$ cat src/design/leb_pkg.sv
// Shared types and constants for the line edit buffer.
// No dependencies; imported by every other module of the block.
`default_nettype none

package leb_pkg;

	localparam int unsigned LINE_DEPTH_DEF = 32;
	localparam int unsigned CHAR_W         = 8;
	localparam int unsigned CFG_IDX_W      = 3;

	localparam logic [CHAR_W-1:0] NEWLINE_CODE = 8'd10;

	// Configuration register indexes
	localparam logic [CFG_IDX_W-1:0] REG_ERASE    = 3'd0;
	localparam logic [CFG_IDX_W-1:0] REG_WORD     = 3'd1;
	localparam logic [CFG_IDX_W-1:0] REG_KILL     = 3'd2;
	localparam logic [CFG_IDX_W-1:0] REG_FLUSH    = 3'd3;
	localparam logic [CFG_IDX_W-1:0] REG_LINE_END = 3'd4;
	localparam logic [CFG_IDX_W-1:0] REG_SEP      = 3'd5;

	// Reset values of the configuration registers
	localparam logic [CHAR_W-1:0] ERASE_RST    = 8'd42;
	localparam logic [CHAR_W-1:0] WORD_RST     = 8'd36;
	localparam logic [CHAR_W-1:0] KILL_RST     = 8'd38;
	localparam logic [CHAR_W-1:0] FLUSH_RST    = 8'd64;
	localparam logic [CHAR_W-1:0] LINE_END_RST = 8'd10;
	localparam logic [CHAR_W-1:0] SEP_RST      = 8'd32;

	// Kind of an incoming beat
	typedef enum logic [2:0] {
		CLS_ERASE,
		CLS_FLUSH,
		CLS_WORD,
		CLS_KILL,
		CLS_APPEND
	} char_cls_t;

	typedef enum logic [1:0] {
		ST_IDLE,
		ST_WORD,
		ST_EMIT
	} ctl_state_t;

	// controller -> datapath
	typedef struct packed {
		logic edit;   // apply the edit for the accepted beat
		logic start;  // clear scan/emit counters
		logic scan;   // word-erase scan in progress
		logic emit;   // line emission in progress
	} ctl_cmd_t;

	// datapath -> controller
	typedef struct packed {
		char_cls_t cls;
		logic      scan_done;
		logic      emit_done;
	} dp_status_t;

endpackage

`default_nettype wire

$ cat src/design/line_edit_buffer_unit.sv
// Top level of the line edit buffer: tty-style canonical line editing.
// Depends on leb_pkg, leb_ctrl and leb_dpath.
//
//  channel  dir  signals                      beat contents (low bit up)
//  s_*      in   tvalid tready tdata tuser    tdata: in_char[7:0]; tuser: end_of_input
//  m_*      out  tvalid tready tdata tlast tuser
//                                              tdata: out_char[7:0]; tlast: last;
//                                              tuser: overflowed
//  cfg_*    in   we index data                index 0..5 = erase, word erase, kill,
//                                              flush, line end, separator
//
// Erase, kill and append are applied when their beat is taken. A word erase
// scans the stored line through the store's single registered read port;
// input is held off until the scan is done.
// A flush streams one character per cycle from the read port while the output
// is not stalled, then the newline.
// Output backpressure stalls the flush; the final beat sits in the output
// register while the next input beat is already taken.
// Reset clears length, overflow flag and control; the line store needs none.
`default_nettype none

module line_edit_buffer_unit
	import leb_pkg::*;
#(
	parameter int unsigned LINE_DEPTH = LINE_DEPTH_DEF
) (
	input  wire logic                 clk,
	input  wire logic                 arst_n,
	input  wire logic                 s_tvalid,
	output logic                      s_tready,
	input  wire logic [7:0]           s_tdata,   // in_char[7:0]
	input  wire logic                 s_tuser,   // end_of_input
	output logic                      m_tvalid,
	input  wire logic                 m_tready,
	output logic [7:0]                m_tdata,   // out_char[7:0]
	output logic                      m_tlast,
	output logic                      m_tuser,   // overflowed
	input  wire logic                 cfg_we,
	input  wire logic [CFG_IDX_W-1:0] cfg_index,
	input  wire logic [7:0]           cfg_data
);

	ctl_cmd_t   cmd;
	dp_status_t status;

	leb_ctrl u_ctrl (
		.clk      (clk),
		.arst_n   (arst_n),
		.s_tvalid (s_tvalid),
		.s_tready (s_tready),
		.status   (status),
		.cmd      (cmd)
	);

	leb_dpath #(
		.LINE_DEPTH (LINE_DEPTH)
	) u_dpath (
		.clk          (clk),
		.arst_n       (arst_n),
		.cfg_we       (cfg_we),
		.cfg_index    (cfg_index),
		.cfg_data     (cfg_data),
		.in_char      (s_tdata),
		.end_of_input (s_tuser),
		.cmd          (cmd),
		.status       (status),
		.m_tvalid     (m_tvalid),
		.m_tready     (m_tready),
		.out_char     (m_tdata),
		.out_last     (m_tlast),
		.out_ovf      (m_tuser)
	);

	// end of emission returns the controller to idle
	a_emit_idle: assert property (@(posedge clk) disable iff (!arst_n)
		status.emit_done |=> s_tready)
		else $error("controller not idle after newline beat");

	// a flush beat locks the input until the line is out
	a_flush_busy: assert property (@(posedge clk) disable iff (!arst_n)
		(s_tvalid && s_tready && status.cls == CLS_FLUSH) |=> !s_tready)
		else $error("input taken during a flush");

	// the closing beat always carries the newline code
	a_last_nl: assert property (@(posedge clk) disable iff (!arst_n)
		(m_tvalid && m_tlast) |-> (m_tdata == NEWLINE_CODE))
		else $error("last beat is not a newline");

	// a scan and an emission never run together
	a_one_job: assert property (@(posedge clk) disable iff (!arst_n)
		!(cmd.scan && cmd.emit))
		else $error("scan and emit both active");

endmodule

`default_nettype wire

$ cat src/design/leb_ctrl.sv
// Controller state machine of the line edit buffer.
// Depends on leb_pkg; talks to leb_dpath through command and status structs.
`default_nettype none

module leb_ctrl
	import leb_pkg::*;
(
	input  wire logic       clk,
	input  wire logic       arst_n,
	input  wire logic       s_tvalid,
	output logic            s_tready,
	input  wire dp_status_t status,
	output ctl_cmd_t        cmd
);

	ctl_state_t state_q, state_d;
	logic       accept;

	always_ff @(posedge clk or negedge arst_n) begin
		if (!arst_n) begin
			state_q <= ST_IDLE;
		end else begin
			state_q <= state_d;
		end
	end

	always_comb begin
		state_d   = state_q;
		s_tready  = 1'b0;
		accept    = 1'b0;
		cmd       = '0;
		unique case (state_q)
			ST_IDLE: begin
				s_tready = 1'b1;
				accept   = s_tvalid;
				if (accept) begin
					unique case (status.cls)
						CLS_WORD: begin
							cmd.start = 1'b1;
							state_d   = ST_WORD;
						end
						CLS_FLUSH: begin
							cmd.start = 1'b1;
							state_d   = ST_EMIT;
						end
						default: begin
							cmd.edit = 1'b1;
						end
					endcase
				end
			end
			ST_WORD: begin
				cmd.scan = 1'b1;
				if (status.scan_done) begin
					state_d = ST_IDLE;
				end
			end
			ST_EMIT: begin
				cmd.emit = 1'b1;
				if (status.emit_done) begin
					state_d = ST_IDLE;
				end
			end
			default: begin
				state_d = ST_IDLE;
			end
		endcase
	end

endmodule

`default_nettype wire

$ cat src/design/leb_dpath.sv
// Datapath of the line edit buffer: config registers, line store memory,
// word-erase scanner and output register. Depends on leb_pkg.
`default_nettype none

module leb_dpath
	import leb_pkg::*;
#(
	parameter int unsigned LINE_DEPTH = LINE_DEPTH_DEF
) (
	input  wire logic                 clk,
	input  wire logic                 arst_n,
	input  wire logic                 cfg_we,
	input  wire logic [CFG_IDX_W-1:0] cfg_index,
	input  wire logic [CHAR_W-1:0]    cfg_data,
	input  wire logic [CHAR_W-1:0]    in_char,
	input  wire logic                 end_of_input,
	input  wire ctl_cmd_t             cmd,
	output dp_status_t                status,
	output logic                      m_tvalid,
	input  wire logic                 m_tready,
	output logic [CHAR_W-1:0]         out_char,
	output logic                      out_last,
	output logic                      out_ovf
);

	localparam int unsigned LEN_W  = $clog2(LINE_DEPTH + 1);
	localparam int unsigned ADDR_W = $clog2(LINE_DEPTH);
	localparam logic [LEN_W-1:0] DEPTH_L = LEN_W'(LINE_DEPTH);

	logic [CHAR_W-1:0] erase_q, word_q, kill_q, flush_q, line_end_q, sep_q;

	logic [CHAR_W-1:0] mem [LINE_DEPTH];
	logic [CHAR_W-1:0] rdata_q;
	logic              pend_q;
	logic [ADDR_W-1:0] pidx_q;
	logic [LEN_W-1:0]  idx_q;
	logic [LEN_W-1:0]  len_q;
	logic              ovf_q;

	logic [ADDR_W-1:0] last_sep_q, prev_run_q;
	logic              in_run_q;
	logic [LEN_W-1:0]  cut;

	char_cls_t cls;
	logic      scan_done;

	logic out_valid_q, out_free, more, issue, consume, load_char, load_nl, wr_en;

	// config registers
	always_ff @(posedge clk or negedge arst_n) begin
		if (!arst_n) begin
			erase_q    <= ERASE_RST;
			word_q     <= WORD_RST;
			kill_q     <= KILL_RST;
			flush_q    <= FLUSH_RST;
			line_end_q <= LINE_END_RST;
			sep_q      <= SEP_RST;
		end else if (cfg_we) begin
			unique case (cfg_index)
				REG_ERASE:    erase_q    <= cfg_data;
				REG_WORD:     word_q     <= cfg_data;
				REG_KILL:     kill_q     <= cfg_data;
				REG_FLUSH:    flush_q    <= cfg_data;
				REG_LINE_END: line_end_q <= cfg_data;
				REG_SEP:      sep_q      <= cfg_data;
				default: ;
			endcase
		end
	end

	// classify incoming beat, first match wins
	always_comb begin
		if (end_of_input)
			cls = CLS_FLUSH;
		else if (in_char == erase_q)
			cls = CLS_ERASE;
		else if (in_char == flush_q || in_char == line_end_q)
			cls = CLS_FLUSH;
		else if (in_char == word_q)
			cls = CLS_WORD;
		else if (in_char == kill_q)
			cls = CLS_KILL;
		else
			cls = CLS_APPEND;
	end

	assign out_free  = !out_valid_q || m_tready;
	assign more      = idx_q < len_q;
	assign load_char = cmd.emit && pend_q && out_free;
	assign load_nl   = cmd.emit && !more && !pend_q && out_free;
	assign consume   = (cmd.scan && pend_q) || load_char;
	assign issue     = more && ((cmd.scan) || (cmd.emit && (!pend_q || load_char)));
	assign wr_en     = cmd.edit && cls == CLS_APPEND && len_q < DEPTH_L;
	assign scan_done = cmd.scan && !more && !pend_q;

	assign status = {cls, scan_done, load_nl};

	// cut point from the separator trackers; position 0 counts as none
	always_comb begin
		if (in_run_q)
			cut = (prev_run_q == '0) ? '0 : LEN_W'(prev_run_q) + LEN_W'(1);
		else
			cut = (last_sep_q == '0) ? '0 : LEN_W'(last_sep_q) + LEN_W'(1);
	end

	// line store: one write port, one registered read port
	always_ff @(posedge clk) begin
		if (wr_en)
			mem[len_q[ADDR_W-1:0]] <= in_char;
		if (issue) begin
			rdata_q <= mem[idx_q[ADDR_W-1:0]];
			pidx_q  <= idx_q[ADDR_W-1:0];
		end
	end

	// word scan trackers
	always_ff @(posedge clk) begin
		if (cmd.start) begin
			last_sep_q <= '0;
			prev_run_q <= '0;
			in_run_q   <= 1'b0;
		end else if (cmd.scan && pend_q) begin
			if (rdata_q == sep_q) begin
				if (!in_run_q)
					prev_run_q <= last_sep_q;
				last_sep_q <= pidx_q;
				in_run_q   <= 1'b1;
			end else begin
				in_run_q <= 1'b0;
			end
		end
	end

	// control state: counters, length, overflow, read pending
	always_ff @(posedge clk or negedge arst_n) begin
		if (!arst_n) begin
			idx_q  <= '0;
			len_q  <= '0;
			ovf_q  <= 1'b0;
			pend_q <= 1'b0;
		end else begin
			if (cmd.start)
				idx_q <= '0;
			else if (issue)
				idx_q <= idx_q + LEN_W'(1);

			if (issue)
				pend_q <= 1'b1;
			else if (consume)
				pend_q <= 1'b0;

			if (cmd.edit) begin
				case (cls)
					CLS_ERASE: if (len_q != '0) len_q <= len_q - LEN_W'(1);
					CLS_KILL:  len_q <= '0;
					CLS_APPEND: begin
						if (len_q < DEPTH_L)
							len_q <= len_q + LEN_W'(1);
						else
							ovf_q <= 1'b1;
					end
					default: ;
				endcase
			end else if (scan_done) begin
				len_q <= cut;
			end else if (load_nl) begin
				len_q <= '0;
				ovf_q <= 1'b0;
			end
		end
	end

	// output register
	always_ff @(posedge clk or negedge arst_n) begin
		if (!arst_n) begin
			out_valid_q <= 1'b0;
		end else if (load_char || load_nl) begin
			out_valid_q <= 1'b1;
		end else if (m_tready) begin
			out_valid_q <= 1'b0;
		end
	end

	always_ff @(posedge clk) begin
		if (load_char) begin
			out_char <= rdata_q;
			out_last <= 1'b0;
			out_ovf  <= ovf_q;
		end else if (load_nl) begin
			out_char <= NEWLINE_CODE;
			out_last <= 1'b1;
			out_ovf  <= ovf_q;
		end
	end

	assign m_tvalid = out_valid_q;

endmodule

`default_nettype wire
$ cat config.mk
export PLATFORM = sky130hd
export DESIGN_NAME = line_edit_buffer_unit
export DESIGN_NICKNAME = d
export VERILOG_FILES = /design/src/design/leb_pkg.sv /design/src/design/line_edit_buffer_unit.sv /design/src/design/leb_ctrl.sv /design/src/design/leb_dpath.sv
export SDC_FILE = /design/constraint.sdc
export NUM_CORES = 1
export LEC_CHECK = 0
export ABC_AREA = 1
export BUFFER_PORTS_ARGS = -buffer_cell sky130_fd_sc_hd__buf_2
export CAP_MARGIN = 10
export CORE_MARGIN = 5
export CORE_UTILIZATION = 53
export DETAILED_ROUTE_END_ITERATION = 6
export GPL_TIMING_DRIVEN = 0
export PLACE_DENSITY = 0.69
export SETUP_SLACK_MARGIN = 0.1
export SKIP_LAST_GASP = 1
export SYNTH_ARGS = -nofsm -noshare
export SYNTH_HDL_FRONTEND = slang
export SYNTH_SLANG_ARGS = --single-unit
$ cat constraint.sdc
create_clock -name clk -period 4.7 [get_ports clk]
set_input_delay 0.47 -clock clk [delete_from_list [all_inputs] [get_ports clk]]
set_output_delay 0.47 -clock clk [all_outputs]
set_load 0.02 [all_outputs]
* Yosys cells after proc, flatten, opt, wreduce, memory -nomap -nowiden
Memories as Yosys holds them, arrays and structs flattened. A register that Yosys moved wholly into a read port is not among the register bits.
Cells that the tools add are included.
** Cells by class
- $add $sub $neg :: 5
- $lt $le $gt $ge :: 2
- Equal/unequal tests :: 27
- Multiplexer cells :: 44
- Bitwise logic cells :: 1
- Reduce and logical (&&, ||, !) cells :: 45
** Operators with widths (count)
- 2-to-1 mux 6 bit :: 10
- == test 8 bit :: 6
- 2-to-1 mux 1 bit :: 19
- one-hot mux 6 bit (3 select lines) :: 1
- 2-to-1 mux 8 bit :: 2
- 2-to-1 mux 3 bit :: 5
- AND reduction 2 bit :: 7
- adder 5 x 1 -> 6 bit, second input constant :: 2
- adder 6 x 1 -> 6 bit, second input constant :: 2
- == test 3 x 2 -> 1 bit, second input constant :: 4
- logical AND 1 bit :: 12
- AND reduction 4 bit :: 3
- logical NOT 5 bit :: 2
- 2-to-1 mux 2 bit :: 5
- nonzero test 2 bit :: 5
- == test 3 bit, second input constant :: 3
- != test 3 bit, second input constant :: 3
- == test 3 x 1 -> 1 bit, second input constant :: 2
- logical NOT 3 bit :: 2
- logical OR 1 bit :: 6
- less-than comparator 6 bit :: 1
- less-than comparator 6 bit, second input constant :: 1
- != test 2 x 1 -> 1 bit, second input constant :: 3
- != test 2 bit, second input constant :: 3
- other kinds (13) :: 15
** Storage, ports and cells
- Bits in registers :: 91
- Bits in writable memories :: 256
- Bits of input ports :: 25
- Output and inout bits :: 12
- Logic and storage cells :: 144
- Memories kept :: 1
** Memories
- u_dpath.mem :: words 32, bits a word 8, rd ports 1, clocked after memory_dff 1, write ports 1, RTL line leb_dpath.sv:32 : logic [CHAR_W-1:0] mem [LINE_DEPTH];

* Logic depth before layout (Yosys ltp)
- Depth in word-level cells :: 15
- Gate-level depth with buffers :: 22
- Gate-level depth less buffers :: 21

* Hierarchy
Synthesis repeated with hierarchy kept, for this count alone.
** Unflattened totals
- Cell total of the unflattened synthesis :: 1480
- Area, all modules :: 15641.3 um2
** By module, submodules not included
- leb_dpath :: instances 1, cells each 1449, area an instance 15459.8 um2, seq. area each 10179.8 um2
- leb_ctrl :: instances 1, cells each 31, area an instance 181.4 um2, seq. area each 50.0 um2

* Least setup slack after synthesis
No wires, ideal clock.
- Path type :: input -> register
- Start :: input s_tdata[5]
- End :: memory u_dpath.mem[0][0], enable pin
- Library setup time :: 395 ps
- Arrival :: 2231 ps
- Data required time :: 4305 ps
- Slack :: 2074 ps
- Stages :: 14
- Path buffers :: 1
- Cell sequence :: buf_4 -> inv_2 -> nand2_1 -> nand2_1 -> inv_1 -> nor2_1 -> nand2_1 -> nor2_1 -> nand2_1 -> nand2_1 -> nand2_1 -> nand3_1 -> nand3_1 -> nor4_1
** On the way
- Longest elaborated chain between the ends :: 15
- Elaborated cells on any way between the ends :: 22
- Classes of those cells :: 8 x eq/ne; 10 x mux; 4 x reduce/logical
** Ends and longest elaborated chain
- start, declared :: RTL line line_edit_buffer_unit.sv:31 : input wire logic [7:0] s_tdata,
- == test 8 bit :: RTL line leb_dpath.sv:81 : else if (in_char == kill_q)
- 2-to-1 mux 3 bit :: RTL line leb_dpath.sv:81
- 2-to-1 mux 3 bit :: RTL line leb_dpath.sv:79 : else if (in_char == word_q)
- 2-to-1 mux 3 bit :: RTL line leb_dpath.sv:77 : else if (in_char == flush_q || in_char == line_end_q)
- 2-to-1 mux 3 bit (*) :: RTL line leb_dpath.sv:75 : else if (in_char == erase_q)
- 2-to-1 mux 3 bit (*) :: RTL line leb_dpath.sv:73 : if (end_of_input)
- == test 3 x 2 -> 1 bit / == test 3 x 1 -> 1 bit (equally long branches) :: RTL line leb_ctrl.sv:37 : unique case (status.cls)
- OR reduction 2 bit (no line)
- 2-to-1 mux 1 bit :: RTL line leb_ctrl.sv:37
- 2-to-1 mux 2 bit :: RTL line leb_ctrl.sv:36 : if (accept) begin
- 2-to-1 mux 2 bit :: RTL line leb_ctrl.sv:32 : unique case (state_q)
- logical AND 1 bit (*) (2 in series) :: RTL line leb_dpath.sv:93 : assign wr_en = cmd.edit && cls == CLS_APPEND && len_q < DEPTH_L;
- 2-to-1 mux 1 bit (*) :: RTL line leb_dpath.sv:108 : if (wr_en)
- 2-to-1 mux 1 bit (implied by the code) (*) :: RTL line leb_dpath.sv:109 : mem[len_q[ADDR_W-1:0]] <= in_char;
- end, declared :: RTL line leb_dpath.sv:32
Every way passes the cells marked *; elsewhere a longest branch is shown, timed or not.

* Worst setup path in the final report
- Start :: input s_tdata[0]
- End :: memory u_dpath.mem[24][7], enable pin
Same word-level chain as after synthesis.

==> summary.txt <==
GRT
  – Tot GR Track Use: 23.4%
  – Vias in the first global route: 10,771
  – Largest net degree at the start of global routing: 66
  – Initial antenna violation count: 0
  – First-pass GRT wire length: 60,700 um
  – Overflow after GRT: 0

Clock tree
  – CTS root buf: clkbuf_16
  – CTS tree: done
  – Worst-skew pair later-pin latency: 530 ps
  – Setup Fix Bufs, Post-CTS: 0
  – H-tree depth: 2
  – CTS-repair resized insts: 0
  – Clock transition at path regs: 60 ps
  – CTS Buf Count: 37
  – CTS Buffer Depth: 3
  – CTS Sinks: 355
  – Post-CTS Hold Fix Bufs: 0

Worst setup path
  – CP Class: input port to register
  – WP data arrival: 3650 ps
  – Reg2reg path depth: 12
  – CP most frequent cell: nand2_1
  – Crit-path max FO: 33
  – Worst EP required: 4840 ps
  – Crit-path slowest cell: nor2_1
  – Reg2Reg Setup Slack: 1600 ps
  – Cell-by-cell trace of the critical path: buf_2, buf_4, inv_2, nand2_1, nand2_1, nand2_1, nor2_1, nand2_2, nand2_2, nor2_4, nand2_4, nor3_4, nand4_2, nor2_1
  – Crit path from: s_tdata[0]
  – Setup crit end kind: register
  – Crit path launch type: input port
  – Worst path max stage delay: 730 ps
  – Critical path endpoint: u_dpath.mem[24][7]
  – Capturing point of the worst reg2reg path: u_dpath.mem[24][7]
  – Worst reg2reg startpoint: u_dpath.line_end_q[3]

STA
  – Fin. Hold Viols: 0
  – Final setup viols: 0
  – Fmax achieved: 285 MHz
  – Ratio of final minimum period to clock period: 74.8%
  – RSZ-0062 raised after global routing: false
  – Max_slew headroom: 33.4%
  – Tmin final: 3510 ps
  – Worst Skew: 20.5 ps
  – Final Worst Setup Slack: 1190 ps
  – Worst Tran Pin Value: 995 ps
  – Final Slew Violations: 0

Synth
  – Post-synth cell types: 40
  – Mapped Area: 15,700 um^2
  – Yosys warnings: 0
  – Post-synthesis async set-or-reset flop share: 18.3%
  – Seq/Total Area, Yosys: 65.3%
  – Mapped Nets: 1,541
  – Post-synthesis instance total: 1,501
  – Flops & latches, synth: 355
  – Main synth FF type: edfxtp_1
  – EDFF count, synth: 278
  – Post-synthesis area per instance: 10.4 um^2

Drt
  – DRC Markers: 0
  – Starting DRT DRC Count: 1,307
  – WL final: 39,300 um
  – Vias: 11,361
  – Vias per cell: 5.69
  – Routed wire per std cell: 19.7 um
  – DR pass1 iterations: 5
  – Routed Antenna Nets: 0

Place
  – Cells after DPL: 1,928
  – DP Wirelength: 26,100 um
  – I/O Buffers: 36
  – Dpl ws: 673 ps
  – RD Place Congestion: 0.888

Floorplan
  – Cell Rows: 63
  – Die area: 33,100 um^2
  – Chip height: 182 um
  – Die W: 182 um
  – Initial core utilization: 53.3%
  – IO Pins: 37
  – Core footprint: 29,400 um^2

Power and ir drop
  – PD cells: 562 nW/um^2
  – LEAKAGE: 6.68 nW
  – Max rail drop VDD: 281 uV
  – Pwr Total: 9.85 mW

Cells and area
  – Final nets: 1,617
  – Synthesis-to-layout area growth: 11.9%
  – Largest register FFs: 256
  – Layout cells sized above 1: 8.79%
  – Final std cells w/o fill: 1,995
  – Inserted Diodes: 0
  – Register area: 10,200 um^2
  – Area of the multi-input gates: 4710 um^2
  – FILL cells: 2,376

Run status
  – Status: complete, no violations

Hold path
  – Hold Crit Class: input port to asynchronous set/reset pin

Run
  – Max-cap violation count: 0
routing by layer:
layer | vias to the layer above | global-route usage (%) | wire length [um]
met2 | 509 | 38.1 | 18700
met5 | - | 0 | 0
li1 | 5332 | - | -
met1 | 5463 | 33.4 | 16500
met3 | 57 | 3.87 | 3410
met4 | 0 | 5.73 | 758
final cells by class:
type,instances,share of cell area (%)
plain buffers,64,1.53
clock buffers,49,5.60
clock inverters,18,1.11
inverters,126,2.70
multi-input cells,956,26.8
flip-flops and latches,355,58.3
well taps,390,2.78
repair buffers,37,1.08
report_power, final:
group / internal, mW / switching, mW / total (mW)
clock: 1.65 / 1.19 / 2.84
combinational: 0.860 / 2.24 / 3.10
sequential: 3.72 / 0.187 / 3.91
synthesized netlist by cell type (all sizes together), types with 2 or more instances:
cell    instances  share of area (%)
xor2           14               0.78
clkinv          4              0.096
o221ai         23                1.3
dfxtp          12                1.5
nand4          23                1.2
o211ai         10               0.48
buf            11               0.45
o21ai         207                6.6
ha             14                1.1
clkbuf         53                1.3
or2             6               0.24
inv           122                2.9
edfxtp        278                 53
a21boi          2              0.096
dfrtp          53                8.5
nand2         304                7.4
dfstp          12                2.0
nand3          48                1.6
xnor2          21                1.2
nor3            4               0.20
nor4            3               0.12
a21oi           9               0.31
nor2          217                5.2
o22ai          44                1.8
o31ai           2              0.096
kinds of logic after synthesis:
kind of cell             synth area share, %
AO/OA/AOI/OAI                           10.8
XOR/XNOR                                1.96
adder cells (fa/ha/maj)                 1.25
buffers and inverters                   4.73
flip-flops                              65.3
AND/OR/NAND/NOR                         16.0
worst min-delay path by stage:
stage,endpoint,from,slack [ps],cells past startpoint
final,u_dpath.flush_q[4],arst_n,60,1
after global routing,u_dpath.flush_q[0],arst_n,130,1
after CTS,u_dpath.line_end_q[4],arst_n,80,1
after detailed placement,u_dpath.out_last,u_dpath.out_last,440,2
after global placement,u_dpath.out_last,u_dpath.out_last,440,2
after floorplan,u_ctrl.state_q[0],arst_n,170,0
through the flow:
step / TNS, ps / hold slack, ps / area, um^2 / utilization, %
2_1_floorplan: 0 / 174 / 15700 / -
3_3_place_gp: -407 / 435 / 16300 / 55.6
3_5_place_dp: 0 / 438 / 16400 / 55.6
4_1_cts: 0 / 80.2 / 17500 / 59.6
5_1_grt: 0 / 126 / 17500 / 59.6
6_report: 0 / 61.0 / 17500 / 59.6
worst max-delay path: cells and delay by family:
kind / cells / cell delay (ps)
buf+inv: 3 / 1010
simple gates: 11 / 2150
cell usage in the layout, fill, tap and decap left out, types with 6 or more instances in the layout:
| cell type | n |
|---|---|
| buf_2 | 37 |
| ha_1 | 14 |
| clkinv_1 | 8 |
| xnor2_1 | 21 |
| buf_4 | 9 |
| or2_2 | 6 |
| o21ai_0 | 207 |
| dfxtp_1 | 12 |
| nand2_1 | 298 |
| clkbuf_1 | 64 |
| nand4_2 | 6 |
| xor2_1 | 14 |
| nand4_1 | 17 |
| o221ai_1 | 23 |
| edfxtp_1 | 278 |
| inv_2 | 7 |
| clkbuf_16 | 37 |
| nand3_1 | 46 |
| a21oi_1 | 8 |
| inv_1 | 115 |
| o22ai_1 | 44 |
| nor2_1 | 216 |
| dfrtp_1 | 53 |
| dfstp_2 | 12 |
| o211ai_1 | 10 |
No activity file was read; power rests on OpenSTA's default activity.
